===== src/rtl/plml_pkg.sv =====
// Shared types and constants for the piecewise-linear map lookup block.
// Used by the divider and the top level. No dependencies.
`default_nettype none

package plml_pkg;

  localparam int MAX_POINTS = 16;
  localparam int IDX_W      = $clog2(MAX_POINTS);
  localparam int CNT_W      = IDX_W + 1;
  localparam int DATA_W     = 16;
  localparam int PROD_W     = 2 * DATA_W;
  localparam int DIV_CNT_W  = $clog2(PROD_W + 1);
  localparam int ENTRY_W    = 2 * DATA_W;
  localparam int PADDR_W    = 3;
  localparam int PDATA_W    = 32;
  localparam int S_TDATA_W  = 56;

  localparam logic OP_WRITE  = 1'b0;
  localparam logic OP_LOOKUP = 1'b1;

  localparam logic REG_POINT_COUNT = 1'b0;

  localparam logic [CNT_W-1:0] POINT_COUNT_RESET = CNT_W'(MAX_POINTS);

  typedef enum logic [8:0] {
    ST_IDLE  = 9'b000000001,
    ST_MID   = 9'b000000010,
    ST_SCAN  = 9'b000000100,
    ST_CLAMP = 9'b000001000,
    ST_LOAD  = 9'b000010000,
    ST_MUL   = 9'b000100000,
    ST_DIVS  = 9'b001000000,
    ST_DIV   = 9'b010000000,
    ST_DONE  = 9'b100000000
  } state_t;

  typedef struct packed {
    logic                  start;
    logic [PROD_W-1:0]     dividend;
    logic [DATA_W-1:0]     divisor;
  } div_req_t;

endpackage

`default_nettype wire


===== src/rtl/plml_ram.sv =====
// Generic single-write, single-read RAM with registered read data.
// Standalone; no package dependency.
`default_nettype none

module plml_ram #(
  parameter int WIDTH = 32,
  parameter int DEPTH = 16
) (
  input  wire                       clk,
  input  wire                       we,
  input  wire  [$clog2(DEPTH)-1:0]  waddr,
  input  wire  [WIDTH-1:0]          wdata,
  input  wire  [$clog2(DEPTH)-1:0]  raddr,
  output logic [WIDTH-1:0]          rdata
);

  logic [WIDTH-1:0] mem [DEPTH];

  always_ff @(posedge clk) begin
    if (we) begin
      mem[waddr] <= wdata;
    end
    rdata <= mem[raddr];
  end

endmodule

`default_nettype wire


===== src/rtl/plml_div.sv =====
// Iterative restoring divider, one quotient bit per cycle, unsigned operands.
// Depends on plml_pkg for widths and the request struct.
`default_nettype none

module plml_div (
  input  wire                             clk,
  input  wire                             rst,
  input  plml_pkg::div_req_t              req,
  output logic                            busy,
  output logic [plml_pkg::PROD_W-1:0]     quotient
);

  logic [plml_pkg::DIV_CNT_W-1:0] cnt;
  logic [plml_pkg::DATA_W-1:0]    rem;
  logic [plml_pkg::DATA_W-1:0]    divisor;
  logic [plml_pkg::DATA_W:0]      rem_sh;
  logic [plml_pkg::DATA_W:0]      rem_sub;
  logic                           ge;

  assign rem_sh  = {rem, quotient[plml_pkg::PROD_W-1]};
  assign rem_sub = rem_sh - {1'b0, divisor};
  assign ge      = rem_sh >= {1'b0, divisor};

  always_ff @(posedge clk) begin
    if (rst) begin
      busy <= 1'b0;
      cnt  <= '0;
    end else if (req.start) begin
      busy <= 1'b1;
      cnt  <= plml_pkg::DIV_CNT_W'(plml_pkg::PROD_W);
    end else if (busy) begin
      cnt <= cnt - plml_pkg::DIV_CNT_W'(1);
      if (cnt == plml_pkg::DIV_CNT_W'(1)) begin
        busy <= 1'b0;
      end
    end
  end

  always_ff @(posedge clk) begin
    if (req.start) begin
      quotient <= req.dividend;
      divisor  <= req.divisor;
      rem      <= '0;
    end else if (busy) begin
      quotient <= {quotient[plml_pkg::PROD_W-2:0], ge};
      rem      <= ge ? rem_sub[plml_pkg::DATA_W-1:0] : rem_sh[plml_pkg::DATA_W-1:0];
    end
  end

endmodule

`default_nettype wire


===== src/rtl/piecewise_linear_map_lookup_top.sv =====
// Lookup: an end-clamped query ends after the table scan, an interpolated one also
// multiplies and divides; the 32-step serial divider dominates, and the table scan
// compares one breakpoint per step (at most half the table plus one).
// One word in flight: a write word every cycle while no lookup runs; the result
// register lets the next word enter while a result waits. Reset sets point_count to 16;
// the breakpoint table is undefined until written. Uses plml_pkg, plml_ram and plml_div.
`default_nettype none

module piecewise_linear_map_lookup_top (
  input  wire                               clk,
  input  wire                               rst,
  input  wire                               s_tvalid,
  output logic                              s_tready,
  // point_index[3:0], point_x[19:4], point_y[35:20], query_x[51:36], zero[55:52]
  input  wire  [plml_pkg::S_TDATA_W-1:0]    s_tdata,
  // opcode[0]
  input  wire                               s_tuser,
  output logic                              m_tvalid,
  input  wire                               m_tready,
  // interpolated_y[15:0]
  output logic [plml_pkg::DATA_W-1:0]       m_tdata,
  input  wire                               psel,
  input  wire                               penable,
  input  wire                               pwrite,
  input  wire  [plml_pkg::PADDR_W-1:0]      paddr,
  input  wire  [plml_pkg::PDATA_W-1:0]      pwdata,
  output logic [plml_pkg::PDATA_W-1:0]      prdata,
  output logic                              pready
);

  plml_pkg::state_t state, state_next;

  logic [plml_pkg::CNT_W-1:0]  point_count;
  logic [plml_pkg::CNT_W-1:0]  n_clamp;
  logic [plml_pkg::CNT_W-1:0]  n_pts;
  logic [plml_pkg::IDX_W-1:0]  idx;
  logic [plml_pkg::IDX_W-1:0]  scan_end;
  logic [plml_pkg::IDX_W-1:0]  mid;
  logic [plml_pkg::IDX_W-1:0]  last;
  logic [plml_pkg::IDX_W-1:0]  raddr;

  logic signed [plml_pkg::DATA_W-1:0] q;
  logic signed [plml_pkg::DATA_W-1:0] x_hi, y_hi, y_lo;
  logic signed [plml_pkg::DATA_W-1:0] dy, dq, dx;
  logic signed [plml_pkg::PROD_W-1:0] prod;
  logic        [plml_pkg::DATA_W-1:0] result;
  logic        [plml_pkg::DATA_W-1:0] quo_lo;
  logic                               neg;

  logic [plml_pkg::ENTRY_W-1:0]       rdata;
  logic signed [plml_pkg::DATA_W-1:0] rd_x, rd_y;
  logic                               q_le;
  logic                               s_accept;
  logic                               wr_en;
  logic                               cfg_wr;
  logic                               out_free;

  plml_pkg::div_req_t                 div_req;
  logic                               div_busy;
  logic [plml_pkg::PROD_W-1:0]        div_quo;

  assign s_tready = (state == plml_pkg::ST_IDLE);
  assign s_accept = s_tvalid && s_tready;
  assign wr_en    = s_accept && (s_tuser == plml_pkg::OP_WRITE);
  assign pready   = 1'b1;
  assign cfg_wr   = psel && penable && pwrite && pready
                    && (paddr[2] == plml_pkg::REG_POINT_COUNT);
  assign out_free = !m_tvalid || m_tready;

  assign rd_x = rdata[plml_pkg::DATA_W-1:0];
  assign rd_y = rdata[plml_pkg::ENTRY_W-1:plml_pkg::DATA_W];
  assign q_le = q <= rd_x;

  always_comb begin
    if (point_count == '0) begin
      n_clamp = plml_pkg::CNT_W'(1);
    end else if (point_count > plml_pkg::CNT_W'(plml_pkg::MAX_POINTS)) begin
      n_clamp = plml_pkg::CNT_W'(plml_pkg::MAX_POINTS);
    end else begin
      n_clamp = point_count;
    end
  end

  assign mid  = n_pts[plml_pkg::CNT_W-1:1];
  assign last = plml_pkg::IDX_W'(n_pts - plml_pkg::CNT_W'(1));

  always_ff @(posedge clk) begin
    if (rst) begin
      point_count <= plml_pkg::POINT_COUNT_RESET;
    end else if (cfg_wr) begin
      point_count <= pwdata[plml_pkg::CNT_W-1:0];
    end
  end

  always_comb begin
    prdata = '0;
    if (paddr[2] == plml_pkg::REG_POINT_COUNT) begin
      prdata = plml_pkg::PDATA_W'(point_count);
    end
  end

  plml_ram #(
    .WIDTH (plml_pkg::ENTRY_W),
    .DEPTH (plml_pkg::MAX_POINTS)
  ) u_table (
    .clk   (clk),
    .we    (wr_en),
    .waddr (s_tdata[3:0]),
    .wdata ({s_tdata[35:20], s_tdata[19:4]}),
    .raddr (raddr),
    .rdata (rdata)
  );

  always_comb begin
    state_next = state;
    raddr      = '0;
    unique case (state)
      plml_pkg::ST_IDLE: begin
        raddr = n_clamp[plml_pkg::CNT_W-1:1];
        if (s_accept && (s_tuser == plml_pkg::OP_LOOKUP)) begin
          state_next = plml_pkg::ST_MID;
        end
      end
      plml_pkg::ST_MID: begin
        raddr      = q_le ? '0 : mid;
        state_next = plml_pkg::ST_SCAN;
      end
      plml_pkg::ST_SCAN: begin
        if (q_le) begin
          raddr      = (idx == '0) ? '0 : idx - plml_pkg::IDX_W'(1);
          state_next = (idx == '0) ? plml_pkg::ST_CLAMP : plml_pkg::ST_LOAD;
        end else if (idx == scan_end) begin
          raddr      = last;
          state_next = plml_pkg::ST_CLAMP;
        end else begin
          raddr = idx + plml_pkg::IDX_W'(1);
        end
      end
      plml_pkg::ST_CLAMP: state_next = plml_pkg::ST_DONE;
      plml_pkg::ST_LOAD:  state_next = plml_pkg::ST_MUL;
      plml_pkg::ST_MUL:   state_next = plml_pkg::ST_DIVS;
      plml_pkg::ST_DIVS:  state_next = (dx == '0) ? plml_pkg::ST_DONE : plml_pkg::ST_DIV;
      plml_pkg::ST_DIV: begin
        if (!div_busy) begin
          state_next = plml_pkg::ST_DONE;
        end
      end
      plml_pkg::ST_DONE: begin
        if (out_free) begin
          state_next = plml_pkg::ST_IDLE;
        end
      end
      default: state_next = plml_pkg::ST_IDLE;
    endcase
  end

  always_ff @(posedge clk) begin
    if (rst) begin
      state <= plml_pkg::ST_IDLE;
    end else begin
      state <= state_next;
    end
  end

  assign quo_lo = neg ? plml_pkg::DATA_W'(-div_quo) : div_quo[plml_pkg::DATA_W-1:0];

  always_comb begin
    div_req.start    = (state == plml_pkg::ST_DIVS) && (dx != '0);
    div_req.dividend = prod[plml_pkg::PROD_W-1] ? plml_pkg::PROD_W'(-prod)
                                                : plml_pkg::PROD_W'(prod);
    div_req.divisor  = dx[plml_pkg::DATA_W-1] ? plml_pkg::DATA_W'(-dx)
                                              : plml_pkg::DATA_W'(dx);
  end

  plml_div u_div (
    .clk      (clk),
    .rst      (rst),
    .req      (div_req),
    .busy     (div_busy),
    .quotient (div_quo)
  );

  always_ff @(posedge clk) begin
    unique case (state)
      plml_pkg::ST_IDLE: begin
        q     <= s_tdata[51:36];
        n_pts <= n_clamp;
      end
      plml_pkg::ST_MID: begin
        idx      <= q_le ? '0 : mid;
        scan_end <= q_le ? mid : last;
      end
      plml_pkg::ST_SCAN: begin
        x_hi <= rd_x;
        y_hi <= rd_y;
        if (!q_le && (idx != scan_end)) begin
          idx <= idx + plml_pkg::IDX_W'(1);
        end
      end
      plml_pkg::ST_CLAMP: begin
        result <= rd_y;
      end
      plml_pkg::ST_LOAD: begin
        y_lo <= rd_y;
        dy   <= y_hi - rd_y;
        dq   <= q - rd_x;
        dx   <= x_hi - rd_x;
      end
      plml_pkg::ST_MUL: begin
        prod <= dy * dq;
      end
      plml_pkg::ST_DIVS: begin
        neg    <= prod[plml_pkg::PROD_W-1] ^ dx[plml_pkg::DATA_W-1];
        result <= y_lo;
      end
      plml_pkg::ST_DIV: begin
        if (!div_busy) begin
          result <= quo_lo + y_lo;
        end
      end
      plml_pkg::ST_DONE: ;
      default: ;
    endcase
  end

  always_ff @(posedge clk) begin
    if (rst) begin
      m_tvalid <= 1'b0;
    end else if ((state == plml_pkg::ST_DONE) && out_free) begin
      m_tvalid <= 1'b1;
    end else if (m_tready) begin
      m_tvalid <= 1'b0;
    end
  end

  always_ff @(posedge clk) begin
    if ((state == plml_pkg::ST_DONE) && out_free) begin
      m_tdata <= result;
    end
  end

`ifndef SYNTHESIS
  a_div_only_in_div: assert property (@(posedge clk) disable iff (rst)
    div_busy |-> (state == plml_pkg::ST_DIV))
    else $error("divider busy outside divide state");

  a_scan_in_range: assert property (@(posedge clk) disable iff (rst)
    (state == plml_pkg::ST_SCAN) |-> (idx <= scan_end))
    else $error("scan index past end of half");

  a_lookup_starts: assert property (@(posedge clk) disable iff (rst)
    (s_accept && (s_tuser == plml_pkg::OP_LOOKUP)) |=> (state == plml_pkg::ST_MID))
    else $error("lookup did not start search");

  a_write_stays_idle: assert property (@(posedge clk) disable iff (rst)
    wr_en |=> (state == plml_pkg::ST_IDLE) && !div_busy)
    else $error("write word left idle state");
`endif

endmodule

`default_nettype wire

===== config.mk =====
export PLATFORM = sky130hd
export DESIGN_NAME = piecewise_linear_map_lookup_top
export DESIGN_NICKNAME = d
export VERILOG_FILES = /design/src/rtl/plml_pkg.sv /design/src/rtl/plml_ram.sv /design/src/rtl/plml_div.sv /design/src/rtl/piecewise_linear_map_lookup_top.sv
export SDC_FILE = /design/constraint.sdc
export NUM_CORES = 2
export LEC_CHECK = 0
export BUFFER_PORTS_ARGS = -buffer_cell sky130_fd_sc_hd__buf_2
export CAP_MARGIN = 20
export CORE_ASPECT_RATIO = 1.75
export CORE_UTILIZATION = 39
export CTS_CLUSTER_SIZE = 14
export DETAILED_ROUTE_END_ITERATION = 10
export PLACE_DENSITY = 0.65
export SLEW_MARGIN = 20
export SYNTH_ARGS = -nofsm -noshare
export SYNTH_HDL_FRONTEND = slang
export SYNTH_HIERARCHICAL = 1
export SYNTH_SLANG_ARGS = --single-unit

===== constraint.sdc =====
create_clock -name clk -period 17.5 [get_ports clk]
set_input_delay 0.875 -clock clk [delete_from_list [all_inputs] [get_ports clk]]
set_output_delay 0.875 -clock clk [all_outputs]
set_load 0.01 [all_outputs]

# After elaboration in Yosys (flattened, before gate mapping)
# Memories as Yosys holds them, arrays and structs flattened. A register that Yosys moved wholly into a read port is not among the register bits.
# Cells that the tools add are included.
# W data, S select, Z words.
dict set report word_totals {
  word_cells 122
  in_bits 99
  regBits 276
  ram_bits 512
  output_inout_bits 51
  memories 1
}
# name words width rd rd_ports_with_merged_regs write_ports line_no
set mem_list {}
lappend mem_list {u_table.mem 16 32 1 1 1 plml_ram.sv:17} ;# logic [WIDTH-1:0] mem [DEPTH];
dict set report op_classes {
  reduce_logical 24
  n_lt_le_gt_ge 3
  bitwise_logic 3
  n_eq_ne 17
  addsub 12
  n_mul 1
  muxes 36
}
# operator count
set op_table {}
lappend op_table {{$mux W32} 3}
lappend op_table {{$pmux W9 S9} 1}
lappend op_table {{$sub A16 B16 Y16} 4}
lappend op_table {{$mux W9} 6}
lappend op_table {{$mux W16} 3}
lappend op_table {{$pmux W16 S3} 1}
lappend op_table {{$mul A16 B16 Y32} 1}
lappend op_table {{$neg A16 Y16} 2}
lappend op_table {{$neg A32 Y32} 1}
lappend op_table {{$mux W4} 6}
lappend op_table {{$mux W5} 4}
lappend op_table {{$ge A17 B16 Y1} 1}
lappend op_table {{$add A16 B16 Y16} 1}
lappend op_table {{$le A16 B16 Y1} 1}
lappend op_table {{$logic_not A16 Y1} 1}
lappend op_table {{$reduce_bool A16 Y1} 1}
lappend op_table {{$mux W15} 1}
lappend op_table {{$mux W6} 2}
lappend op_table {{$pmux W4 S3} 1}
lappend op_table {{$eq A9 B1 Y1 const B} 1}
lappend op_table {{$eq A9 B2 Y1 const B} 1}
lappend op_table {{$eq A9 B3 Y1 const B} 1}
lappend op_table {{$eq A9 B4 Y1 const B} 1}
lappend op_table {{$eq A9 B5 Y1 const B} 1}
lappend op_table {{other kinds (28)} 50}

# Logic depth before layout (Yosys ltp)
dict set report logic_depth {
  word_depth 5
  depth_mapped 23
  ltp_nobuf 22
}

# Modules after synthesis
# Netlist, hierarchy kept.
# module n_inst seq_area_each_um2 cells_each area_each_um2
set by_module_without_submodules {}
lappend by_module_without_submodules {piecewise_linear_map_lookup_top 1 6005.8 2110 21181.6}
lappend by_module_without_submodules {plml_ram 1 16015.4 838 19835.3}
lappend by_module_without_submodules {plml_div 1 1901.8 346 3833.7}

# Worst setup path after synthesis
# OpenSTA, ideal clock, no wires.
dict set report synth_timing {
  path_type {flip-flop to flip-flop}
  from {reg dq[1] in the netlist's numbering}
  to {reg prod[30] in the netlist's numbering (data pin)}
  synth_period_minus_slack_ns 6.301
  t_required_ns 17.242
  arrival_time_ns 6.043
  setup_time_ns 0.258
  n_path_buf 1
  stages_incl_launch_ff 24
  setup_slack_ns 11.199
  cell_sequence {edfxtp_1 clkbuf_1 nand2_1 inv_1 fa_1 fa_1 inv_1 fa_1 inv_1 fa_1 fa_1 inv_1 fa_1 inv_1 ha_1 and4_1 a31o_2 a21oi_1 o31ai_1 a21oi_1 o21ai_0 a21o_1 a21oi_1 xnor2_1}
}
dict set report synth_between {
  elab_chain_cells 1
}
# item line_no
set synth_lines {}
lappend synth_lines {{from (decl)} piecewise_linear_map_lookup_top.sv:44} ;# logic signed [plml_pkg::DATA_W-1:0] dy, dq, dx;
lappend synth_lines {{from (signal assigned)} piecewise_linear_map_lookup_top.sv:206} ;# dq <= q - rd_x;
lappend synth_lines {{$mul A16 B16 Y32} piecewise_linear_map_lookup_top.sv:210} ;# prod <= dy * dq;
lappend synth_lines {{to (signal assigned)} piecewise_linear_map_lookup_top.sv:210}
lappend synth_lines {{to (decl)} piecewise_linear_map_lookup_top.sv:45} ;# logic signed [plml_pkg::PROD_W-1:0] prod;
# Every way passes these cells.
# A chain may end at the register's enable or synchronous reset.

# Worst setup path in the final report
# Ends and elaborated chain as after synthesis.

==> impl_metrics.env <==
export IMPL_status="complete, no violations"
export IMPL_crit_path_max_fanout=16
export IMPL_yosys_top_cells_count="edfxtp_1 (750), inv_1 (425), fa_1 (267), nand2_1 (245), ha_1 (167)"
export IMPL_fin_skew_ns=0.0210
export IMPL_critPathLaunchType="flip-flop"
export IMPL_grtUsageMet2_pct=37.0
export IMPL_clock_sinks=820
export IMPL_globalRouteMet1Util_pct=18.7
export IMPL_synth_ff_type="edfxtp_1"
export IMPL_grt_usage_pct=18.7
export IMPL_drtIter0Drc=1658
export IMPL_peakVddDrop_mv=0.113
export IMPL_firstDrtPassIters=5
export IMPL_nets=3917
export IMPL_drive_gt1_share_pct=12.8
export IMPL_cts_resized=0
export IMPL_grt_pass1_wl_um=164000
export IMPL_die_w_um=258
export IMPL_hold_viol=0
export IMPL_finalCriticalPeriod_ns=7.20
export IMPL_arrival_ns=7.60
export IMPL_ant_nets=0
export IMPL_seq_power_share_pct=46.7
export IMPL_grt_pass1_vias=28100
export IMPL_drcViolationCount=0
export IMPL_dp_hpwl_um=73800
export IMPL_async_reset_ff_share_pct=0
export IMPL_overflow=0
export IMPL_total_power_uw=5130
export IMPL_synth_edf_count=750
export IMPL_yosysTopAreaCellShare_pct=50.2
export IMPL_avgSynthCellArea_um2=13.6
export IMPL_finalSetupViolations=0
export IMPL_yosysSeqAreaShare_pct=53.3
export IMPL_dieArea_mm2=0.116
export IMPL_met3_usage_pct=2.68
export IMPL_powerDensity_mw_per_mm2=104
export IMPL_leakage_uw=0.0184
export IMPL_top_usage_layer="met2"
export IMPL_yosysMostFrequentCell="edfxtp_1"
export IMPL_initial_core_util_pct=39.3
export IMPL_fin_crit_sh_pct=41.1
export IMPL_hold_path_class="reg -> reg"
export IMPL_critPathKind="reg -> reg"
export IMPL_yosys_register_bits=820
export IMPL_portBuffers=88
export IMPL_core_area_mm2=0.114
export IMPL_synth_cell_types=81
export IMPL_clk_latency_ns=0.65
export IMPL_crit_required_ns=17.89
export IMPL_share_comb_of_total_power_pct=22.1
export IMPL_wl_um=107000
export IMPL_wl_per_cell_um=21.7
export IMPL_ys_warn_count=6
export IMPL_io_pins=150
export IMPL_fin_util_pct=43.3
export IMPL_post_drt_via_cell_ratio=5.33
export IMPL_cts_max_level=3
export IMPL_drv_slew=0
export IMPL_p_sw_uw=1510
export IMPL_std_cell_rows=164
export IMPL_grt_max_degree=129
export IMPL_pwr_share_clk_pct=31.3
export IMPL_clock_fmax_mhz=139
export IMPL_clockBufferDepth=3
export IMPL_synth_area_leaders="edfxtp_1 (50%), fa_1 (12%), mux4_2 (6.4%)"
export IMPL_final_setup_tns_ns=0
export IMPL_syn_to_final_growth_pct=10.2
export IMPL_die_height_um=451
export IMPL_drv_cap=0
export IMPL_timing_slew_headroom_pct=25.6
export IMPL_antenna_found_initial=15
export IMPL_clkTransAtPathRegs_ns=0.07
export IMPL_tritoncts="built"
export IMPL_worst_pin_slew_ns=1.12
export IMPL_intPower_uw=3620
export IMPL_cts_buffers=75
export IMPL_rsz0062_at_grt="no"
export IMPL_swShare_pct=29.4
export IMPL_place_congestion=0.876
export IMPL_num_vias=26300
export IMPL_yosys_area_top_type="edfxtp_1"
export IMPL_crit_path_end_kind="flip-flop"
export IMPL_cts_root_buf="clkbuf_16"
export IMPL_syn_cell_area_mm2=0.0449
export IMPL_holdBufCountCts=0
export IMPL_synth_cells=3294
export IMPL_cts_setup_buffers=0
## cells in the final DEF (no fill, tap or decap), types with 10 or more instances in the layout
cell type,Yosys,final
nor2_4,1,14
xnor2_1,133,133
nor2_1,132,118
nor4_1,10,10
edfxtp_1,750,750
nand2b_1,23,23
nand2_1,245,244
mux2_2,33,33
o21a_1,13,13
fa_1,267,267
a21oi_1,86,86
clkbuf_1,73,22
clkbuf_16,0,77
a31oi_1,11,11
nor3_1,45,40
o21ai_0,78,77
nor2b_1,26,23
o211ai_1,16,16
xor2_1,29,29
o31ai_1,28,28
buf_2,9,88
conb_1,2,28
dfxtp_1,70,70
or3_1,24,24
nand3_1,24,24
o41ai_1,12,12
a21o_1,32,32
mux4_2,128,128
nand4_1,11,11
a22oi_1,73,73
buf_4,38,32
inv_1,425,424
and2_1,127,126
ha_1,167,167
## path summary, 6_finish.rpt
path,end,depth (start not counted),slack [ns],from
max,prod[30],22,10.30,dq[1]
min,m_tdata[14],0,0.41,result[14]
max reg2reg,prod[30],22,10.30,dq[1]
min reg2reg,m_tdata[14],0,0.41,result[14]
## power groups by stage
stage	sequential [uW]	combinational (uW)	clock [uW]
3_5_place_dp	2440	1140	0
5_1_grt	2410	1240	1700
2_1_floorplan	2400	785	0
6_report	2400	1130	1600
3_3_place_gp	2440	1120	0
4_1_cts	2400	1140	1640
## area by class of cell
class,count,area [um^2]
Antenna cell,2,5.00
Clock buffer,102,2050
Clock inverter,26,307
Fill cell,10300,64700
Inverter,425,1600
Multi-Input combinational cell,1939,18900
Sequential cell,820,23900
Tap cell,1494,1870
Timing Repair Buffer,123,736
## state kept, by name, summed over array words and instances, names as in the netlist, 5 cells and up
register	flops
dq	16
dx	16
dy	16
m_tdata	16
n_pts	5
point_count	5
prod	32
q	16
result	16
state	9
u_div/cnt	6
u_div/divisor	16
u_div/quotient	32
u_div/rem	16
u_table/mem	512
u_table/rdata	32
x_hi	16
y_hi	16
y_lo	16
## worst max-delay path, cell delays in order, from the launching register on
cell and delay (ns):
edfxtp_1 0.83, nand2_1 0.21, inv_1 0.17, fa_1 0.56, fa_1 0.90, inv_1 0.17
fa_1 0.50, inv_1 0.05, fa_1 0.49, fa_1 0.49, inv_1 0.05, fa_1 0.47
inv_1 0.04, ha_1 0.33, and4_1 0.22, a31o_2 0.26, a21oi_1 0.14, o31ai_1 0.10
a21oi_1 0.26, o21ai_0 0.22, a21o_1 0.21, a21oi_1 0.19, xnor2_1 0.09
## through the flow
step | area [um^2] | setup slack (ns) | hold slack (ns) | std cells
floorplan | 44900 | 11.20 | 0.400 | 3320
global placement | 47000 | 10.37 | 0.405 | 4800
detailed placement | 47000 | 10.29 | 0.405 | 4800
CTS | 49400 | 10.26 | 0.373 | 4928
global route | 49400 | 9.90 | 0.394 | 4930
finish | 49400 | 10.30 | 0.411 | 4931
## routing by layer
metal / up-vias / part of all wire [%]
li1: 11800 / -
met1: 13500 / 34
met2: 642 / 57
met3: 259 / 3.9
met4: 16 / 4.9
met5: - / 0.091
## kinds of logic (layout without fill, tap and decap cells)
group | after synthesis | in the layout | share of synthesized area [%]
flops | 820 | 820 | 53.3
simple gates | 714 | 714 | 7.81
buf+inv | 561 | 676 | 5.06
fa+ha+maj | 434 | 434 | 16.6
compound gates | 432 | 432 | 6.60
mux | 169 | 169 | 7.43
xor+xnor | 162 | 162 | 3.16
other cells | 2 | 30 | 0.0167
Power figures use the tool's default switching activity.
